## src/rtl/srrq_pkg.sv

```systemverilog
`default_nettype none

package srrq_pkg;

  localparam int unsigned DATA_W = 8;
  localparam int unsigned CMD_W  = 3;
  localparam int unsigned POS_W  = 3;
  localparam int unsigned STS_W  = 2;
  localparam int unsigned OCC_W  = 4;

  localparam int unsigned IN_TDATA_W  = 16;
  localparam int unsigned OUT_TDATA_W = 16;

  // command codes
  localparam logic [CMD_W-1:0] CMD_PUSH   = 3'd0;
  localparam logic [CMD_W-1:0] CMD_FRONT  = 3'd1;
  localparam logic [CMD_W-1:0] CMD_INSERT = 3'd2;
  localparam logic [CMD_W-1:0] CMD_FETCH  = 3'd3;
  localparam logic [CMD_W-1:0] CMD_FLUSH  = 3'd4;

  // status codes
  localparam logic [STS_W-1:0] ST_OK    = 2'd0;
  localparam logic [STS_W-1:0] ST_FULL  = 2'd1;
  localparam logic [STS_W-1:0] ST_EMPTY = 2'd2;

  // what one cell loads this cycle
  typedef enum logic [2:0] {
    CELL_HOLD,
    CELL_LOAD,
    CELL_PREV,
    CELL_NEXT,
    CELL_CLEAR
  } cell_op_e;

  typedef struct packed {
    logic [STS_W-1:0] status;
    logic             fetch_ok;
    logic [OCC_W-1:0] occupancy;
  } srrq_res_t;

endpackage

`default_nettype wire

```

## src/rtl/shift_register_request_queue.sv

```systemverilog
// results are registered: a result appears in the cycle after its command transfer
// throughput: one command per cycle while the output register is empty or taken; the cells update in parallel
// the output register frees up in the same cycle it is taken, so no bubbles while m_axis_tready holds
// reset: clears every entry to zero, the occupancy count and the output valid
`default_nettype none

module shift_register_request_queue
  import srrq_pkg::*;
#(
  parameter int unsigned DEPTH = 8
) (
  input  wire logic                   clk_i,
  input  wire logic                   rst_ni,
  input  wire logic                   s_axis_tvalid,
  output      logic                   s_axis_tready,
  // [2:0] cmd, [10:3] request, [13:11] position, [15:14] zero
  input  wire logic [IN_TDATA_W-1:0]  s_axis_tdata,
  output      logic                   m_axis_tvalid,
  input  wire logic                   m_axis_tready,
  // [1:0] status, [9:2] head_data, [13:10] occupancy, [15:14] zero
  output      logic [OUT_TDATA_W-1:0] m_axis_tdata
);

  logic [CMD_W-1:0]  cmd;
  logic [DATA_W-1:0] request;
  logic [POS_W-1:0]  position;
  logic              accept;
  cell_op_e          cell_op [DEPTH];
  logic [DATA_W-1:0] ent [DEPTH];
  srrq_res_t         res;

  logic              out_valid_q;
  logic [STS_W-1:0]  status_q;
  logic [DATA_W-1:0] head_q;
  logic [OCC_W-1:0]  occ_q;

  assign cmd      = s_axis_tdata[CMD_W-1:0];
  assign request  = s_axis_tdata[CMD_W+DATA_W-1:CMD_W];
  assign position = s_axis_tdata[CMD_W+DATA_W+POS_W-1:CMD_W+DATA_W];

  assign s_axis_tready = !out_valid_q || m_axis_tready;
  assign accept        = s_axis_tvalid && s_axis_tready;

  srrq_ctrl #(.DEPTH(DEPTH)) u_ctrl (
    .clk_i      (clk_i),
    .rst_ni     (rst_ni),
    .accept_i   (accept),
    .cmd_i      (cmd),
    .position_i (position),
    .cell_op_o  (cell_op),
    .res_o      (res)
  );

  for (genvar i = 0; i < DEPTH; i++) begin : g_cell
    logic [DATA_W-1:0] prev, next;
    if (i == 0) begin : g_first
      assign prev = '0;
    end else begin : g_mid_prev
      assign prev = ent[i-1];
    end
    // zero shifts in behind the tail on a fetch
    if (i == DEPTH - 1) begin : g_last
      assign next = '0;
    end else begin : g_mid_next
      assign next = ent[i+1];
    end
    srrq_cell u_cell (
      .clk_i  (clk_i),
      .rst_ni (rst_ni),
      .op_i   (cell_op[i]),
      .req_i  (request),
      .prev_i (prev),
      .next_i (next),
      .data_o (ent[i])
    );
  end

  always_ff @(posedge clk_i or negedge rst_ni) begin
    if (!rst_ni) begin
      out_valid_q <= 1'b0;
    end else if (s_axis_tready) begin
      out_valid_q <= s_axis_tvalid;
    end
  end

  always_ff @(posedge clk_i) begin
    if (accept) begin
      status_q <= res.status;
      head_q   <= res.fetch_ok ? ent[0] : '0;
      occ_q    <= res.occupancy;
    end
  end

  assign m_axis_tvalid = out_valid_q;
  assign m_axis_tdata  = {2'b00, occ_q, head_q, status_q};

endmodule

`default_nettype wire

```

## src/rtl/srrq_cell.sv

```systemverilog
`default_nettype none

module srrq_cell
  import srrq_pkg::*;
(
  input  wire logic              clk_i,
  input  wire logic              rst_ni,
  input  wire cell_op_e          op_i,
  input  wire logic [DATA_W-1:0] req_i,
  input  wire logic [DATA_W-1:0] prev_i,
  input  wire logic [DATA_W-1:0] next_i,
  output      logic [DATA_W-1:0] data_o
);

  logic [DATA_W-1:0] data_q, data_d;

  always_comb begin
    unique case (op_i)
      CELL_LOAD:  data_d = req_i;
      CELL_PREV:  data_d = prev_i;
      CELL_NEXT:  data_d = next_i;
      CELL_CLEAR: data_d = '0;
      default:    data_d = data_q;
    endcase
  end

  always_ff @(posedge clk_i or negedge rst_ni) begin
    if (!rst_ni) begin
      data_q <= '0;
    end else begin
      data_q <= data_d;
    end
  end

  assign data_o = data_q;

endmodule

`default_nettype wire

```

## src/rtl/srrq_ctrl.sv

```systemverilog
`default_nettype none

module srrq_ctrl
  import srrq_pkg::*;
#(
  parameter int unsigned DEPTH = 8
) (
  input  wire logic             clk_i,
  input  wire logic             rst_ni,
  input  wire logic             accept_i,
  input  wire logic [CMD_W-1:0] cmd_i,
  input  wire logic [POS_W-1:0] position_i,
  output      cell_op_e         cell_op_o [DEPTH],
  output      srrq_res_t        res_o
);

  localparam int unsigned CNT_W = $clog2(DEPTH + 1);
  localparam int unsigned CMP_W = (CNT_W > POS_W + 1) ? CNT_W : POS_W + 1;

  logic [CNT_W-1:0] count_q, count_d;
  logic [CMP_W-1:0] cnt_ext, pos_ext, tgt;
  logic             full, empty, do_ins, do_fetch, do_flush;
  logic [STS_W-1:0] status;

  assign full    = (count_q == CNT_W'(DEPTH));
  assign empty   = (count_q == '0);
  assign cnt_ext = CMP_W'(count_q);
  assign pos_ext = CMP_W'(position_i) + CMP_W'(1);

  always_comb begin
    do_ins   = 1'b0;
    do_fetch = 1'b0;
    do_flush = 1'b0;
    status   = ST_OK;
    tgt      = cnt_ext;
    unique case (cmd_i)
      CMD_PUSH, CMD_FRONT, CMD_INSERT: begin
        if (full) begin
          status = ST_FULL;
        end else begin
          do_ins = 1'b1;
          // push appends at count, insert-after saturates to count
          if (cmd_i == CMD_FRONT) begin
            tgt = '0;
          end else if (cmd_i == CMD_INSERT && pos_ext <= cnt_ext) begin
            tgt = pos_ext;
          end
        end
      end
      CMD_FETCH: begin
        if (empty) begin
          status = ST_EMPTY;
        end else begin
          do_fetch = 1'b1;
        end
      end
      CMD_FLUSH: do_flush = 1'b1;
      default: ;
    endcase
  end

  always_comb begin
    count_d = count_q;
    if (accept_i) begin
      if (do_flush) begin
        count_d = '0;
      end else if (do_ins) begin
        count_d = count_q + CNT_W'(1);
      end else if (do_fetch) begin
        count_d = count_q - CNT_W'(1);
      end
    end
  end

  for (genvar i = 0; i < DEPTH; i++) begin : g_op
    always_comb begin
      cell_op_o[i] = CELL_HOLD;
      if (accept_i) begin
        if (do_flush) begin
          cell_op_o[i] = CELL_CLEAR;
        end else if (do_fetch) begin
          cell_op_o[i] = CELL_NEXT;
        end else if (do_ins) begin
          if (CMP_W'(i) == tgt) begin
            cell_op_o[i] = CELL_LOAD;
          end else if (CMP_W'(i) > tgt) begin
            cell_op_o[i] = CELL_PREV;
          end
        end
      end
    end
  end

  always_ff @(posedge clk_i or negedge rst_ni) begin
    if (!rst_ni) begin
      count_q <= '0;
    end else begin
      count_q <= count_d;
    end
  end

  assign res_o.status    = status;
  assign res_o.fetch_ok  = do_fetch;
  assign res_o.occupancy = OCC_W'(count_d);

  a_count_range : assert property (@(posedge clk_i) disable iff (!rst_ni)
    count_q <= CNT_W'(DEPTH))
    else $error("count beyond depth");

  a_flush_empties : assert property (@(posedge clk_i) disable iff (!rst_ni)
    accept_i && cmd_i == CMD_FLUSH |=> count_q == '0)
    else $error("flush left entries");

  a_fetch_dec : assert property (@(posedge clk_i) disable iff (!rst_ni)
    accept_i && cmd_i == CMD_FETCH && !empty |=> count_q == $past(count_q) - CNT_W'(1))
    else $error("fetch did not drop count");

  a_full_holds : assert property (@(posedge clk_i) disable iff (!rst_ni)
    accept_i && full && (cmd_i == CMD_PUSH || cmd_i == CMD_FRONT || cmd_i == CMD_INSERT)
    |=> count_q == CNT_W'(DEPTH))
    else $error("refused push changed count");

endmodule

`default_nettype wire

```

## config.mk

```make
export PLATFORM = sky130hd
export DESIGN_NAME = shift_register_request_queue
export DESIGN_NICKNAME = d
export VERILOG_FILES = /design/src/rtl/srrq_pkg.sv /design/src/rtl/shift_register_request_queue.sv /design/src/rtl/srrq_cell.sv /design/src/rtl/srrq_ctrl.sv
export SDC_FILE = /design/constraint.sdc
export NUM_CORES = 1
export LEC_CHECK = 0
export ABC_CLOCK_PERIOD_IN_PS = 4300
export BUFFER_PORTS_ARGS = -buffer_cell sky130_fd_sc_hd__buf_4
export CORE_ASPECT_RATIO = 0.75
export CORE_MARGIN = 3
export CORE_UTILIZATION = 49
export CTS_CLUSTER_DIAMETER = 80
export DETAILED_ROUTE_END_ITERATION = 8
export PLACE_DENSITY_LB_ADDON = 0.08
export SLEW_MARGIN = 20
export SYNTH_ARGS = -nofsm -noshare
export SYNTH_HDL_FRONTEND = slang
export SYNTH_SLANG_ARGS = --single-unit
```

## constraint.sdc

```tcl
create_clock -name clk_i -period 4.3 [get_ports clk_i]
set_clock_uncertainty 0.1 [all_clocks]
set_input_delay 0.86 -clock clk_i [delete_from_list [all_inputs] [get_ports clk_i]]
set_output_delay 0.86 -clock clk_i [all_outputs]
set_load 0.05 [all_outputs]
```

After elaboration in Yosys (flattened, before gate mapping)

Index checks and enable logic that the tools add are counted.

Register bits: 83
Input bits: 20

$lt $le $gt $ge: 9
Reduce and logical (&&, ||, !) cells: 18
Multiplexer cells: 72
Add/sub/neg operators: 3
Equality and inequality tests: 44

Operator list:

| kind                                              | count |
|---|---|
| case mux 8 bit (4 select lines)                   | 6 |
| two-way mux 3 bit                                 | 40 |
| == test 3 x 2 -> 1 bit, second input constant     | 18 |
| case mux 8 bit (3 select lines)                   | 2 |
| two-way mux 4 bit                                 | 8 |
| == test 3 x 1 -> 1 bit, second input constant     | 9 |
| == test 3 bit, second input constant              | 9 |
| nonzero test 4 bit                                | 6 |
| two-way mux 2 bit                                 | 9 |
| == test 3 x 4 -> 1 bit, first input constant      | 4 |
| > comparator 3 x 4 -> 1 bit, first input constant | 4 |
| == test 2 x 4 -> 1 bit, first input constant      | 2 |
| > comparator 1 x 4 -> 1 bit, first input constant | 2 |
| > comparator 2 x 4 -> 1 bit, first input constant | 2 |
| zero test 4 bit                                   | 2 |
| two-way mux 1 bit                                 | 6 |
| nonzero test 3 bit                                | 2 |
| adder 3 x 1 -> 4 bit, second input constant       | 1 |
| adder 4 x 1 -> 4 bit, second input constant       | 1 |
| == test 1 x 4 -> 1 bit, first input constant      | 1 |
| == test 4 bit, second input constant              | 1 |
| less-or-equal comparator 4 bit                    | 1 |
| case mux 2 bit (2 select lines)                   | 1 |
| OR reduction 2 bit                                | 2 |
| 6 further kinds                                   | 7 |

Logic depth before layout (Yosys ltp)

Gate-level depths: netlist (run 1).

Depth after elaboration: 17
Depth in mapped cells: 12
Depth with buffers taken out: 10

By module

Synthesis (run 1) repeated with hierarchy kept, for this count alone.

Cells, all modules: 621
Area, all modules: 6615.1 um^2

By module, submodules not included:

| module                       | cells an instance | times used | sequential area each (um^2) | area each (um^2) |
|---|---|---|---|---|
| srrq_cell                    | 56                | 8          | 200.2                       | 626.9 |
| srrq_ctrl                    | 144               | 1          | 100.1                       | 1057.3 |
| shift_register_request_queue | 29                | 1          | 445.4                       | 543.0 |

Worst setup path before layout (run 1)

OpenSTA, ideal clock, no wires.

Kind: in2reg
Start point: input s_axis_tdata[11]
End point: register g_cell[0].u_cell.data_q[0]
Arrival: 3521 ps
Stages on the path: 10
Path buffers: 0
Data required time: 4075 ps
Setup slack: 554 ps
Path through: ha_1 > xor2_1 > ha_1 > and4_1 > o21ai_0 > nor2_1 > a21o_1 > or4_4 > a21oi_4 > mux2_2

Word-level cells in the longest chain between the ends: 17
Elaborated cells between the ends (all ways): 22
Classes of those cells: add/sub (1); order compare (2); eq/ne (4); mux (11); reduce/logical (4)

RTL lines:

| element                                                                      | RTL line                           | text |
|---|---|---|
| from (decl)                                                                  | shift_register_request_queue.sv:17 | `input wire logic [IN_TDATA_W-1:0] s_axis_tdata,` |
| adder 3 x 1 -> 4 bit *                                                       | srrq_ctrl.sv:28                    | `assign pos_ext = CMP_W'(position_i) + CMP_W'(1);` |
| less-or-equal comparator 4 bit                                               | srrq_ctrl.sv:45                    | `end else if (cmd_i == CMD_INSERT && pos_ext <= cnt_ext) begin` |
| logical AND 1 bit                                                            | srrq_ctrl.sv:45                    |  |
| two-way mux 4 bit *                                                          | srrq_ctrl.sv:45                    |  |
| two-way mux 4 bit *                                                          | srrq_ctrl.sv:43                    | `if (cmd_i == CMD_FRONT) begin` |
| two-way mux 4 bit *                                                          | srrq_ctrl.sv:38                    | `if (full) begin` |
| two-way mux 4 bit *                                                          | srrq_ctrl.sv:36                    | `unique case (cmd_i)` |
| > comparator 1 x 4 -> 1 bit                                                  | srrq_ctrl.sv:86                    | `end else if (CMP_W'(i) > tgt) begin` |
| two-way mux 2 bit                                                            | srrq_ctrl.sv:86                    |  |
| two-way mux 3 bit *                                                          | srrq_ctrl.sv:84                    | `if (CMP_W'(i) == tgt) begin` |
| two-way mux 3 bit *                                                          | srrq_ctrl.sv:83                    | `end else if (do_ins) begin` |
| two-way mux 3 bit *                                                          | srrq_ctrl.sv:81                    | `end else if (do_fetch) begin` |
| two-way mux 3 bit *                                                          | srrq_ctrl.sv:79                    | `if (do_flush) begin` |
| two-way mux 3 bit *                                                          | srrq_ctrl.sv:78                    | `if (accept_i) begin` |
| == test 3 x 2 -> 1 bit / == test 3 bit (equally long branches)               | srrq_cell.sv:18                    | `unique case (op_i)` |
| OR reduction 2 bit (no line)                                                 | -                                  |  |
| case mux 8 bit (3 select lines) / nonzero test 3 bit (equally long branches) | -                                  |  |
| to (signal assigned)                                                         | srrq_cell.sv:31                    | `data_q <= data_d;` |
| to (decl)                                                                    | srrq_cell.sv:15                    | `logic [DATA_W-1:0] data_q, data_d;` |

Mark *: on every way between the ends. The rest lies on a longest branch, timed or not.
A chain may end at the register's enable or synchronous reset.

Worst setup path after layout (run 1)

Start point: input s_axis_tdata[11]
End point: register g_cell[0].u_cell.data_q[4]

Same word-level chain as after synthesis.

==> flow_summary.ini, run 1 <==
[clocking]
cts_sinks = 83
cts_buffers = 9
cts-hold-fix-buffers = 0
worst_setup_hold_path_clk_slew_ns = 0.06
clk_path_buf_depth = 2
tritoncts_clock_tree = built
cts-htree-levels = 3
root_buffer = sky130_fd_sc_hd__clkbuf_16
post_cts_buffers = 0
post_cts.resized_instances = 0
clock_latency_of_the_later_clocked_register_in_the_worst_skew_pair_ns = 0.33

[yosys]
ys_top_cells_by_area = sky130_fd_sc_hd__dfrtp_1 37%, sky130_fd_sc_hd__edfxtp_1 9.0%, sky130_fd_sc_hd__mux2i_1 8.8%
synth.avg_cell_area_um2 = 10.6
async_flop_share_pct = 83.1
synth.cells.most_frequent = 69 x sky130_fd_sc_hd__dfrtp_1, 43 x sky130_fd_sc_hd__nand2_1, 41 x sky130_fd_sc_hd__mux2i_1, 28 x sky130_fd_sc_hd__o21ai_0, 21 x sky130_fd_sc_hd__nor2_1
unique_masters_post_synth = 69
synth_cells = 438
yosys.cell_count.top_type = sky130_fd_sc_hd__dfrtp_1
synth.ff_latch_count = 83
synthDominantCellAreaShare_pct = 37.1
yosysWarningCount = 0
post_synth_edffs = 14
synth_top_cell_by_area = sky130_fd_sc_hd__dfrtp_1
synth-main-ff-cell = sky130_fd_sc_hd__dfrtp_1
synth_seq_area_share_pct = 46.2
netlist_area_um2 = 4650

[global_routing]
number_of_antenna_violations_at_the_first_check_in_global_routing = 0
global_route_wire_length_before_repair_um = 18600
grt_util_met3_pct = 3.94
grt_use_met1_pct = 36.2
grt_overflow = 0
maximum_number_of_pins_on_one_net_before_global_route_repair = 70
grt_util_met2_pct = 28.8
overall_global_routing_usage_pct = 21.8
grt-busiest-layer = met1
first_global_vias = 3367

[layout]
nNetsFinal = 498
final-instance-count-excl-fill = 604
area_growth_syn_to_fin_pct = 15.3
finished_core_util_pct = 58.6
insertedDiodeCount = 0
final_design_area_no_fill_um2 = 5370
layout-drive-gt1-share_pct = 19.3

[timing]
final-setup-viol-count = 0
final.period_utilization_pct = 91.0
fmax_mhz = 256
finalMaxSlewViolations = 0
transition_time_of_the_tightest_slew_check_pin_ns = 0.999
fin_setup_tns_ns = 0
maxSlewHeadroom_pct = 32.8
period_minus_slack_ns = 3.91
rsz_0062_raised_after_global_routing = no
final-hold-violation-count = 0

[status]
run_status = completed

[power_and_ir_drop]
power.switching_fraction_pct = 35.1
total_switching_power_uw = 1110
total_power_uw = 3170
max_rail_drop_vdd_mv = 0.244
internal-power_uw = 2060
power.share.clock_pct = 25.3
pwr-share-comb_pct = 31.5
power-per-cell-area_nw_per_um2 = 592
power.static_leakage_uw = 0.00231
seqPwrFrac_pct = 43.2

[critical_path]
crit_fanout = 8
path_class = in2reg
critPathCaptureType = flip-flop
cp_data_arrival_time_ns = 4.03
worstSetupStartpointType = primary input
cp.required_ns = 4.42

[detailed_routing]
detailed_router_s_first_iteration_violation_count = 460
ant_nets = 0
avgRoutedWirePerCell_um = 18.8
drc_errors = 0
vias = 3681
detail_route.vias_per_cell = 6.09
drt-pass1-iter-count = 6
wl_um = 11400

[min_path]
holdCritPathClass = reg2reg

[placement]
dpl-instance-area_um2 = 5050
gpl.final_weighted_congestion = 0.960
port_buffers = 33
detailedPlacementHpwl_um = 8310
placed_cells_incl_taps = 588

[die]
floorplan.die.height_um = 90.4
start_util_pct = 50.8
fp.dieW_um = 119
fp.dieArea_um2 = 10700
num_io_pins = 38
design.core.area_um2 = 9160
row_count = 30

[run]
max_cap_violations = 0
==> critical path, stage by stage <==
cell and delay, ns:
sky130_fd_sc_hd__buf_4 0.13, sky130_fd_sc_hd__ha_1 0.36, sky130_fd_sc_hd__ha_1 0.32, sky130_fd_sc_hd__nor2b_1 0.16, sky130_fd_sc_hd__o2111ai_1 0.50, sky130_fd_sc_hd__a211oi_1 0.18, sky130_fd_sc_hd__a21o_1 0.25, sky130_fd_sc_hd__or4_4 0.54
sky130_fd_sc_hd__a21oi_4 0.33, sky130_fd_sc_hd__mux2_2 0.39
==> logic make-up after synthesis <==
kind of cell	Yosys count	share of synthesized area (%)
XOR/XNOR	1	0.188
other	1	0.0806
flip-flops	83	46.2
AO/OA/AOI/OAI	138	22.8
multiplexers	58	12.9
AND/OR/NAND/NOR	110	12.4
adder cells (fa/ha/maj)	7	1.88
buffers and inverters	40	3.60
==> metrics by stage <==
stage                     setup slack, ns  hold WS [ns]
after global routing                0.192         0.447
after global placement              0.136         0.402
after detailed placement           0.0627         0.409
final                               0.388         0.427
after floorplan                     0.554         0.373
after CTS                           0.414         0.425
==> routing by layer <==
metal | vias up | wire, um | part of all wire (%)
met2 | 132 | 4630 | 41
met1 | 1785 | 5870 | 52
met3 | 13 | 769 | 6.8
met5 | - | 0 | 0
met4 | 0 | 100 | 0.88
li1 | 1751 | - | -
==> state kept, by name, summed over array words and instances, names as in the netlist <==
name,count
g_cell.u_cell.data_o,64
head_q,8
m_axis_tvalid,1
occ_q,4
status_q,2
u_ctrl.cnt_ext,4
==> power groups by stage <==
stage | combinational [uW] | clock (uW) | sequential, uW
floorplan | 733 | 0 | 1330
global placement | 949 | 0 | 1360
CTS | 994 | 815 | 1370
global route | 1110 | 840 | 1420
detailed placement | 986 | 0 | 1370
finish | 1000 | 803 | 1370
==> cell usage in the layout, fill, tap and decap left out, types with 11 or more instances in the layout <==
cell type                  netlist  routed
sky130_fd_sc_hd__mux2_2         15      15
sky130_fd_sc_hd__mux2i_1        41      41
sky130_fd_sc_hd__dfrtp_1        69      69
sky130_fd_sc_hd__o211ai_1       11      11
sky130_fd_sc_hd__inv_1          16      16
sky130_fd_sc_hd__and2_1         11      11
sky130_fd_sc_hd__edfxtp_1       14      14
sky130_fd_sc_hd__a22oi_1        17      17
sky130_fd_sc_hd__nand2_1        43      43
sky130_fd_sc_hd__buf_4           4      45
sky130_fd_sc_hd__nor2_1         21      20
sky130_fd_sc_hd__o21ai_0        28      28
==> layout make-up <==
cell class	instances	area, um^2
Inverter	16	60.1
Tap cell	128	160
Multi-Input combinational cell	316	2350
Clock buffer	10	229
Sequential cell	83	2150
Fill cell	793	3790
Timing Repair Buffer	45	338
Clock inverter	6	81.3
==> final timing paths <==
check                                                             from                                     end  slack [ns]  cells after the start
min in group asynchronous                                       rst_ni  g_cell[0].u_cell.data_o[2]$_DFFE_PN0P_        0.54                      1
worst max register to register             u_ctrl.cnt_ext[1]$_DFF_PN0_  g_cell[0].u_cell.data_o[4]$_DFFE_PN0P_        0.67                      9
worst max-delay path                                  s_axis_tdata[11]  g_cell[0].u_cell.data_o[4]$_DFFE_PN0P_        0.39                     10
worst min register to register  g_cell[6].u_cell.data_o[2]$_DFFE_PN0P_  g_cell[7].u_cell.data_o[2]$_DFFE_PN0P_        0.43                      1
worst min-delay path            g_cell[6].u_cell.data_o[2]$_DFFE_PN0P_  g_cell[7].u_cell.data_o[2]$_DFFE_PN0P_        0.43                      1
max in group asynchronous                                       rst_ni  g_cell[7].u_cell.data_o[0]$_DFFE_PN0P_        3.00                      1
Note: power is estimated with default switching activity, not from simulation.
==> inputs of run 2 (changes only) <==
--- a/config.mk
+++ b/config.mk
@@ -12,7 +12,7 @@
 export CORE_UTILIZATION = 49
 export CTS_CLUSTER_DIAMETER = 80
 export DETAILED_ROUTE_END_ITERATION = 8
-export PLACE_DENSITY_LB_ADDON = 0.08
+export PLACE_DENSITY = 0.79
 export SLEW_MARGIN = 20
 export SYNTH_ARGS = -nofsm -noshare
 export SYNTH_HDL_FRONTEND = slang
==> run 2 against run 1 <==
Against the previous run: design area is essentially flat; highest routed layer unchanged; via count fell by 0.33%; largest power group unchanged; final cell count rose by 0.50%; clock-buffer cell count up 2; critical path depth unchanged; maximum frequency increased by 1.3%; worst hold slack hardly changed.
==> flow_summary.ini, run 2 (same netlist as run 1, synthesis figures left out) <==
[placement]
detailedPlacementHpwl_um = 8050
gpl.final_weighted_congestion = 0.911
placed_cells_incl_taps = 592
port_buffers = 33

[timing]
finalMaxSlewViolations = 0
rsz_0062_raised_after_global_routing = no
final-hold-violation-count = 0
fmax_mhz = 259
transition_time_of_the_tightest_slew_check_pin_ns = 1.10
period_minus_slack_ns = 3.86
maxSlewHeadroom_pct = 26.3
fin_setup_tns_ns = 0
final.period_utilization_pct = 89.8
final-setup-viol-count = 0

[die]
fp.dieArea_um2 = 10700
row_count = 30
num_io_pins = 38
floorplan.die.height_um = 90.4
fp.dieW_um = 119
design.core.area_um2 = 9160
start_util_pct = 50.8

[global_routing]
overall_global_routing_usage_pct = 21.3
first_global_vias = 3399
maximum_number_of_pins_on_one_net_before_global_route_repair = 70
grt_overflow = 0
number_of_antenna_violations_at_the_first_check_in_global_routing = 0
global_route_wire_length_before_repair_um = 18400

[detailed_routing]
wl_um = 11200
vias = 3669
drt-pass1-iter-count = 6
avgRoutedWirePerCell_um = 18.4
ant_nets = 0
drc_errors = 0
detail_route.vias_per_cell = 6.04
detailed_router_s_first_iteration_violation_count = 428

[power_and_ir_drop]
total_switching_power_uw = 1110
internal-power_uw = 2020
power.share.clock_pct = 23.5
seqPwrFrac_pct = 44.1
power-per-cell-area_nw_per_um2 = 583
power.switching_fraction_pct = 35.6
pwr-share-comb_pct = 32.4
max_rail_drop_vdd_mv = 0.325
power.static_leakage_uw = 0.00231

[layout]
nNetsFinal = 502
area_growth_syn_to_fin_pct = 15.3
finished_core_util_pct = 58.6
insertedDiodeCount = 0
largest_register_ffs = 64
layout-drive-gt1-share_pct = 19.6
final_cell_mix = 69 x sky130_fd_sc_hd__dfrtp_1, 49 x sky130_fd_sc_hd__buf_4, 43 x sky130_fd_sc_hd__nand2_1
layout.cells.most_common = sky130_fd_sc_hd__dfrtp_1
final-instance-count-excl-fill = 607

[critical_path]
crit_fanout = 8
worstSetupStartpointType = primary input
cp.required_ns = 4.42
cp_data_arrival_time_ns = 3.98
path_class = in2reg
critPathCaptureType = flip-flop

[clocking]
root_buffer = sky130_fd_sc_hd__clkbuf_16
cts_buffers = 9
cts-htree-levels = 3
post_cts_buffers = 0
cts_sinks = 83
post_cts.resized_instances = 0
clock_latency_of_the_later_clocked_register_in_the_worst_skew_pair_ns = 0.34
worst_setup_hold_path_clk_slew_ns = 0.05
tritoncts_clock_tree = built
cts-hold-fix-buffers = 0
clk_path_buf_depth = 2

[min_path]
holdCritPathClass = reg2reg

[run]
max_cap_violations = 0

[status]
run_status = completed
## run 2: cell types whose count changed in the layout (fill, tap and decap cells not counted)
cell	delta
sky130_fd_sc_hd__buf_4	+4
sky130_fd_sc_hd__bufinv_16	-1
sky130_fd_sc_hd__clkbuf_1	+2
sky130_fd_sc_hd__clkinv_1	-1
sky130_fd_sc_hd__clkinv_2	-1
## run 2: layout make-up
cell class / count / area [um^2]
clock inverters: 3 / 42.5
repair buffers: 49 / 368
inverters: 16 / 60.1
flip-flops and latches: 83 / 2150
well taps: 128 / 160
clock buffers: 12 / 236
multi-input cells: 316 / 2350
fillers: 795 / 3790
## run 2: metal layers
metal	wire, um	track usage [%]	part of all wire [%]
met1	5560	33.9	50
met2	4650	28.6	42
met3	861	5.57	7.7
met4	93	5.11	0.83
met5	0	0	0
## run 2: path summary, 6_finish.rpt
check	from	end	slack, ns	depth (start not counted)
max	s_axis_tdata[11]	g_cell[6].u_cell.data_o[1]$_DFFE_PN0P_	0.44	10
min in group asynchronous	rst_ni	g_cell[7].u_cell.data_o[7]$_DFFE_PN0P_	0.51	1
max reg2reg	u_ctrl.cnt_ext[1]$_DFF_PN0_	g_cell[6].u_cell.data_o[1]$_DFFE_PN0P_	0.71	9
max in group asynchronous	rst_ni	u_ctrl.cnt_ext[0]$_DFF_PN0_	3.01	1
min	g_cell[6].u_cell.data_o[5]$_DFFE_PN0P_	g_cell[7].u_cell.data_o[5]$_DFFE_PN0P_	0.43	1
min reg2reg	g_cell[6].u_cell.data_o[5]$_DFFE_PN0P_	g_cell[7].u_cell.data_o[5]$_DFFE_PN0P_	0.43	1
## run 2: per-stage QoR
stage                     power (uW)  hold slack (ns)  setup slack, ns  area [um^2]
after floorplan                 2060            0.373            0.554         4660
after global placement          2320            0.402            0.203         5080
after detailed placement        2370            0.412            0.147         5080
after CTS                       3120            0.426            0.494         5360
after global routing            3320            0.453            0.234         5360
final                           3130            0.426            0.436         5360
## run 2: critical path, stage by stage
cell                        delay [ns]
sky130_fd_sc_hd__buf_4            0.13
sky130_fd_sc_hd__ha_1             0.37
sky130_fd_sc_hd__ha_1             0.33
sky130_fd_sc_hd__nor2b_1          0.15
sky130_fd_sc_hd__o2111ai_1        0.36
sky130_fd_sc_hd__nand2_1          0.20
sky130_fd_sc_hd__mux2i_1          0.20
sky130_fd_sc_hd__o21ai_1          0.84
sky130_fd_sc_hd__mux2i_1          0.21
sky130_fd_sc_hd__mux2_2           0.32
## run 2: power groups by stage
| stage | Clock (uW) | Sequential [uW] | Combinational (uW) |
|---|---|---|---|
| 2_1_floorplan | 0 | 1330 | 733 |
| 3_3_place_gp | 0 | 1360 | 960 |
| 3_5_place_dp | 0 | 1370 | 996 |
| 4_1_cts | 746 | 1370 | 1010 |
| 5_1_grt | 787 | 1420 | 1120 |
| 6_report | 737 | 1380 | 1010 |
